==> src/hw/rtl/tlpt_pkg.sv <==
// shared types and constants of the lift position tracker
package tlpt_pkg;

    localparam int PRESET_SLOTS = 512;
    localparam int SLOT_AW      = (PRESET_SLOTS > 1) ? $clog2(PRESET_SLOTS) : 1;
    localparam int SLOT_W       = 9;
    localparam int POS_W        = 31;
    localparam int TIME_W       = 32;
    localparam int TRIM_W       = 16;
    localparam int OP_W         = 3;
    localparam int DRV_W        = 2;
    localparam int QUEUE_DEPTH  = 2;

    localparam logic [POS_W-1:0] POS_MAX = {POS_W{1'b1}};

    typedef enum logic [OP_W-1:0] {
        OP_UP     = 3'd0,
        OP_DOWN   = 3'd1,
        OP_STOP   = 3'd2,
        OP_GET    = 3'd3,
        OP_INVOKE = 3'd4,
        OP_SET    = 3'd5
    } t_op;

    typedef enum logic [DRV_W-1:0] {
        DRV_STOP = 2'd0,
        DRV_UP   = 2'd1,
        DRV_DOWN = 2'd2
    } t_drive;

    // previous command code: zero for none, else op plus one
    localparam logic [OP_W-1:0] PREV_NONE = 3'd0;
    localparam logic [OP_W-1:0] PREV_UP   = 3'd1;
    localparam logic [OP_W-1:0] PREV_DOWN = 3'd2;
    localparam logic [OP_W-1:0] PREV_STOP = 3'd3;

    typedef struct packed {
        t_op                op;
        logic [TIME_W-1:0]  now;
        logic [SLOT_AW-1:0] addr;
    } t_cmd;

    typedef struct packed {
        logic valid;
        t_cmd cmd;
    } t_push;

    typedef struct packed {
        logic valid;
        t_cmd cmd;
    } t_qhead;

    typedef struct packed {
        logic clearing;
    } t_bk_status;

    typedef struct packed {
        t_drive            drive;
        logic [POS_W-1:0]  hold;
        logic [POS_W-1:0]  pos;
        logic              last;
    } t_res;

endpackage

==> src/hw/rtl/tlpt_queue.sv <==
// short command queue between intake and execution
module tlpt_queue (
    input  logic             i_clk,
    input  logic             i_rst_n,
    input  tlpt_pkg::t_push  i_push,
    input  logic             i_pop,
    output logic             o_full,
    output tlpt_pkg::t_qhead o_head
);

    localparam int QAW = (tlpt_pkg::QUEUE_DEPTH > 1) ? $clog2(tlpt_pkg::QUEUE_DEPTH) : 1;
    localparam int CW  = $clog2(tlpt_pkg::QUEUE_DEPTH + 1);

    tlpt_pkg::t_cmd r_slot [tlpt_pkg::QUEUE_DEPTH];
    logic [QAW-1:0] r_wptr;
    logic [QAW-1:0] r_rptr;
    logic [CW-1:0]  r_count;
    logic           w_do_pop;

    function automatic logic [QAW-1:0] ptr_inc(input logic [QAW-1:0] p);
        ptr_inc = (p == QAW'(tlpt_pkg::QUEUE_DEPTH - 1)) ? '0 : p + 1'b1;
    endfunction

    assign o_full      = (r_count == CW'(tlpt_pkg::QUEUE_DEPTH));
    assign o_head.valid = (r_count != '0);
    assign o_head.cmd   = r_slot[r_rptr];
    assign w_do_pop     = i_pop & o_head.valid;

    always_ff @(posedge i_clk) begin
        if (!i_rst_n) begin
            r_wptr  <= '0;
            r_rptr  <= '0;
            r_count <= '0;
        end else begin
            if (i_push.valid) begin
                r_slot[r_wptr] <= i_push.cmd;
                r_wptr         <= ptr_inc(r_wptr);
            end
            if (w_do_pop) begin
                r_rptr <= ptr_inc(r_rptr);
            end
            if (i_push.valid && !w_do_pop) begin
                r_count <= r_count + 1'b1;
            end else if (!i_push.valid && w_do_pop) begin
                r_count <= r_count - 1'b1;
            end
        end
    end

endmodule

==> config.mk <==
export PLATFORM = sky130hd
export DESIGN_NAME = tlpt_queue
export DESIGN_NICKNAME = d
export VERILOG_FILES = /design/src/hw/rtl/tlpt_pkg.sv /design/src/hw/rtl/tlpt_queue.sv
export SDC_FILE = /design/constraint.sdc
export NUM_CORES = 1
export LEC_CHECK = 0
export BUFFER_PORTS_ARGS = -buffer_cell sky130_fd_sc_hd__clkbuf_2
export CAP_MARGIN = 25
export CORE_MARGIN = 2
export CORE_UTILIZATION = 45
export DETAILED_ROUTE_END_ITERATION = 7
export PLACE_DENSITY_LB_ADDON = 0.15
export REMOVE_ABC_BUFFERS = 1
export SYNTH_ARGS = -nofsm -noshare
export SYNTH_HDL_FRONTEND = slang
export SYNTH_SLANG_ARGS = --single-unit
==> constraint.sdc <==
create_clock -name i_clk -period 3.8 [get_ports i_clk]
set_clock_uncertainty 0.15 [all_clocks]
set_input_delay 0.38 -clock i_clk [delete_from_list [all_inputs] [get_ports i_clk]]
set_output_delay 0.38 -clock i_clk [all_outputs]
set_load 0.02 [all_outputs]
; ---- After elaboration in Yosys (flattened, before gate mapping)
; Memory sizes are Yosys's and may differ from the RTL's. A register that Yosys moved wholly into a read port is not among the register bits.
; Cells that the tools add are included.
[classes]
muxes = 9
shift = 0
n_lt_le_gt_ge = 0
eq_ne = 1
mul = 0
n_reduce_logical = 6
bitwise = 1
n_addsub = 4
div = 0
[op_table]
columns = op, count
row1 = $mux W1, 7
row2 = $mux W2, 2
row3 = $reduce_bool A2 Y1, 2
row4 = $add A1 B1 Y1 const B, 2
row5 = $add A2 B1 Y2 const B, 1
row6 = $eq A2 B2 Y1 const B, 1
row7 = $logic_and A1 B1 Y1, 2
row8 = $logic_not A1 Y1, 2
row9 = $sub A2 B1 Y2 const B, 1
row10 = $and A1 B1 Y1, 1
[totals]
ff_bits = 4
wordCells = 25
latch_bits = 0
memories = 1
in_bits = 48
romBits = 0
ramBits = 88
out_inout_bits = 46
[mem_list]
columns = memory, words, word_bits, rd, rd_clocked_by_memory_dff, write_ports, line_no
row1 = r_slot, 2, 44, 1, 1, 1, tlpt_queue.sv:14  ; tlpt_pkg::t_cmd r_slot [tlpt_pkg::QUEUE_DEPTH];

; ---- Depth between registers and ports, before layout
[logic_depth]
depth_word = 5
depth_mapped = 5
ltp_nobuf = 5

; ---- Worst setup path after synthesis
; No wires, ideal clock.
[synth_timing]
path_type = input -> register
from = input port i_rst_n
to = memory r_slot[0][0] (netlist name), enable pin
stages = 2
path_buffers = 0
slack_ns = 0.912
setup_ns = 0.447
arrival_time_ns = 2.291
required_ns = 3.203
cell_sequence = nand2_1 -> nor2_1
[synth_via]
elab_chain_cells = 2
[synth_rtl]
columns = element, line_no
row1 = from (decl), tlpt_queue.sv:4  ; input logic i_rst_n,
row2 = $mux W1, tlpt_queue.sv:30  ; if (!i_rst_n) begin
row3 = $mux W1 (not written as such), tlpt_queue.sv:36  ; r_slot[r_wptr] <= i_push.cmd;
row4 = to (decl), tlpt_queue.sv:14
; Every way passes these cells.

==> metrics.cfg <==
[status]
outcome = complete, no violations

[layout]
area_growth_pct = 24.4
fillers = 596
insertedDiodeCount = 0
final_nets = 311
regArea_um2 = 2740
drive_above_1_share_pct = 59.2
multiInputGateArea_um2 = 627

[critical_path]
worstPathMaxFanout = 28
crit_path_start_kind = register
crit_path_end_kind = primary output
crit_slowest_cell = dfxtp_2
worstPathArrival_ps = 1750
cp_slowest_stage_delay_ps = 620
crit_required_ps = 3270
crit_type = register to primary output
crit_chain = buf_12 -> mux2_2 -> clkbuf_2

[logic_synthesis]
synthFlopType = edfxtp_1
synth_cell_types = 18
ys_async_sr_fraction_pct = 0
ys_warn_count = 0
synth_top_area_share_pct = 78.0
synth_commonest_cells = edfxtp_1, mux2_2, dfxtp_1
synth_seq_cells = 93
synth_seq_area_share_pct = 80.9
yosysTopAreaCell = edfxtp_1
synthCells = 160
synth_edf_count = 88
yosysMostFrequentCell = edfxtp_1
ys_top_cells_by_area = edfxtp_1, mux2_2, dfxtp_1
synth_area_um2 = 3390
avgSynthCellArea_um2 = 21.2

[global_route]
grt_max_degree = 29
grt_pass1_vias = 1698
grt_remaining_overflow = 0
grt_pass1_wl_um = 8410
grtUsageTotal_pct = 13.7
antenna_found_initial = 0

[floorplan]
top_level_ports = 94
initial_core_util_pct = 46.7
core_um2 = 7250
die_h_um = 90.8
num_rows = 31
die_w_um = 90.8
fp.dieArea_um2 = 8240

[clocking]
cts_hold_buf = 0
cts.clk_slew.worst_paths_ps = 80
cts_made_buffers = 9
clk_path_buf_depth = 2
clkSinkCount = 93
cts_tree = done
root_buffer = clkbuf_8
htreeDepth = 3
insertion_delay_ps = 340
post_cts_buffers = 0
ctsResizeCount = 0

[timing]
tightest_slew_ps = 766
maxSlewViolCount = 0
tns_ps = 0
period_needed_ps = 2280
finalHoldViolations = 0
fmax_ghz = 0.438
max_slew_margin_pct = 48.8
hold_ws_ps = 74.1
setup_violations = 0
fin_crit_sh_pct = 60.1
timing.final.ws_setup_ps = 1520
rsz0062_at_grt = no

[placed_design]
post-place-ws_ps = 1600
dp_hpwl_um = 3650
port_buffers = 93
gp_congestion = 0.655

[route]
viasPerCell = 4.77
vias = 1747
ant_nets = 0
routed_wl_um = 5510
drtIter0Drc = 66
drc = 0
firstDrtPassIters = 5
wire_per_inst_um = 15.1

[power]
power_w = 0.00257
leakagePower_nw = 1.58
max-vdd-ir-drop_uv = 348
power_density_nw_per_um2 = 610

[flow_run]
max_cap_violations = 0

[hold_path]
min_path_type = input pin to register

## cells in the final DEF (no fill, tap or decap)
master and count:
and3_2 1, clkinv_2 3, nand2_1 1, o21ai_0 1, edfxtp_1 88, or2_2 1
nor2_4 1, xor2_1 2, nor2b_1 1, a21boi_1 1, o21ai_1 1, buf_4 1
bufinv_16 2, ha_1 1, clkbuf_2 93, clkbuf_1 2, and2_1 4, buf_12 2
dfxtp_2 1, dfxtp_1 4, or3_1 1, mux2_2 44, clkbuf_8 9, xnor2_1 2
## routing by layer
| layer | routed length [um] | track usage, % | up-vias |
|---|---|---|---|
| met5 | 0 | 0 | - |
| met3 | 269 | 4.01 | 4 |
| met2 | 2790 | 21.8 | 52 |
| met1 | 2400 | 17.4 | 867 |
| met4 | 52 | 6.44 | 0 |
| li1 | - | - | 824 |
## registers in the layout, summed over array words and instances (netlist names), named ones only
register and count:
r_slot 88, r_rptr 1, r_wptr 1, r_count 2
## metrics by stage
| stage | cells | util, % | cell area (um2) |
|---|---|---|---|
| 2_1_floorplan | 155 | - | 3360 |
| 3_3_place_gp | 348 | 54.7 | 3970 |
| 3_5_place_dp | 350 | 55.3 | 4010 |
| 4_1_cts | 366 | 58.1 | 4210 |
| 5_1_grt | 366 | 58.1 | 4210 |
| 6_report | 366 | 58.1 | 4210 |
## worst paths after layout
path / start / end / slack (ps) / cells past startpoint
setup / recovery: register / o_head[42] / 1520 / 3
hold / removal: i_push[3] / r_slot[0][3] / 70 / 1
setup reg to reg: r_wptr / r_slot[0][39] / 1910 / 2
hold reg to reg: r_count[1] / r_count[1] / 390 / 2
## final cells by class
| class | count | area share (%) |
|---|---|---|
| clock buffer | 11 | 3.12 |
| multi-input combinational | 62 | 14.9 |
| sequential | 93 | 65.1 |
| tap | 99 | 2.94 |
| clock inverter | 5 | 1.78 |
| timing repair buffer | 96 | 12.2 |
## worst max-delay path: cells and delay by family, from the launching register on
family	cells	cell delay [ps]
buf+inv	2	420
flops	1	620
mux	1	370
## cells by family after synthesis
family,Yosys count,synth area share (%)
AOI/OAI and AO/OA,3,0.517
DFF,93,80.9
xor gates and xnor gates,4,1.03
buffers and inverters,5,0.813
adders and majority gates,1,0.369
muxes,44,14.6
and+or+nand+nor,10,1.70
## power breakdown
| part | switching, W | internal, W |
|---|---|---|
| clock | 0.000306 | 0.000368 |
| combinational | 0.000356 | 0.000303 |
| sequential | 0.0000559 | 0.00118 |
(Power assumes the default switching activity.)
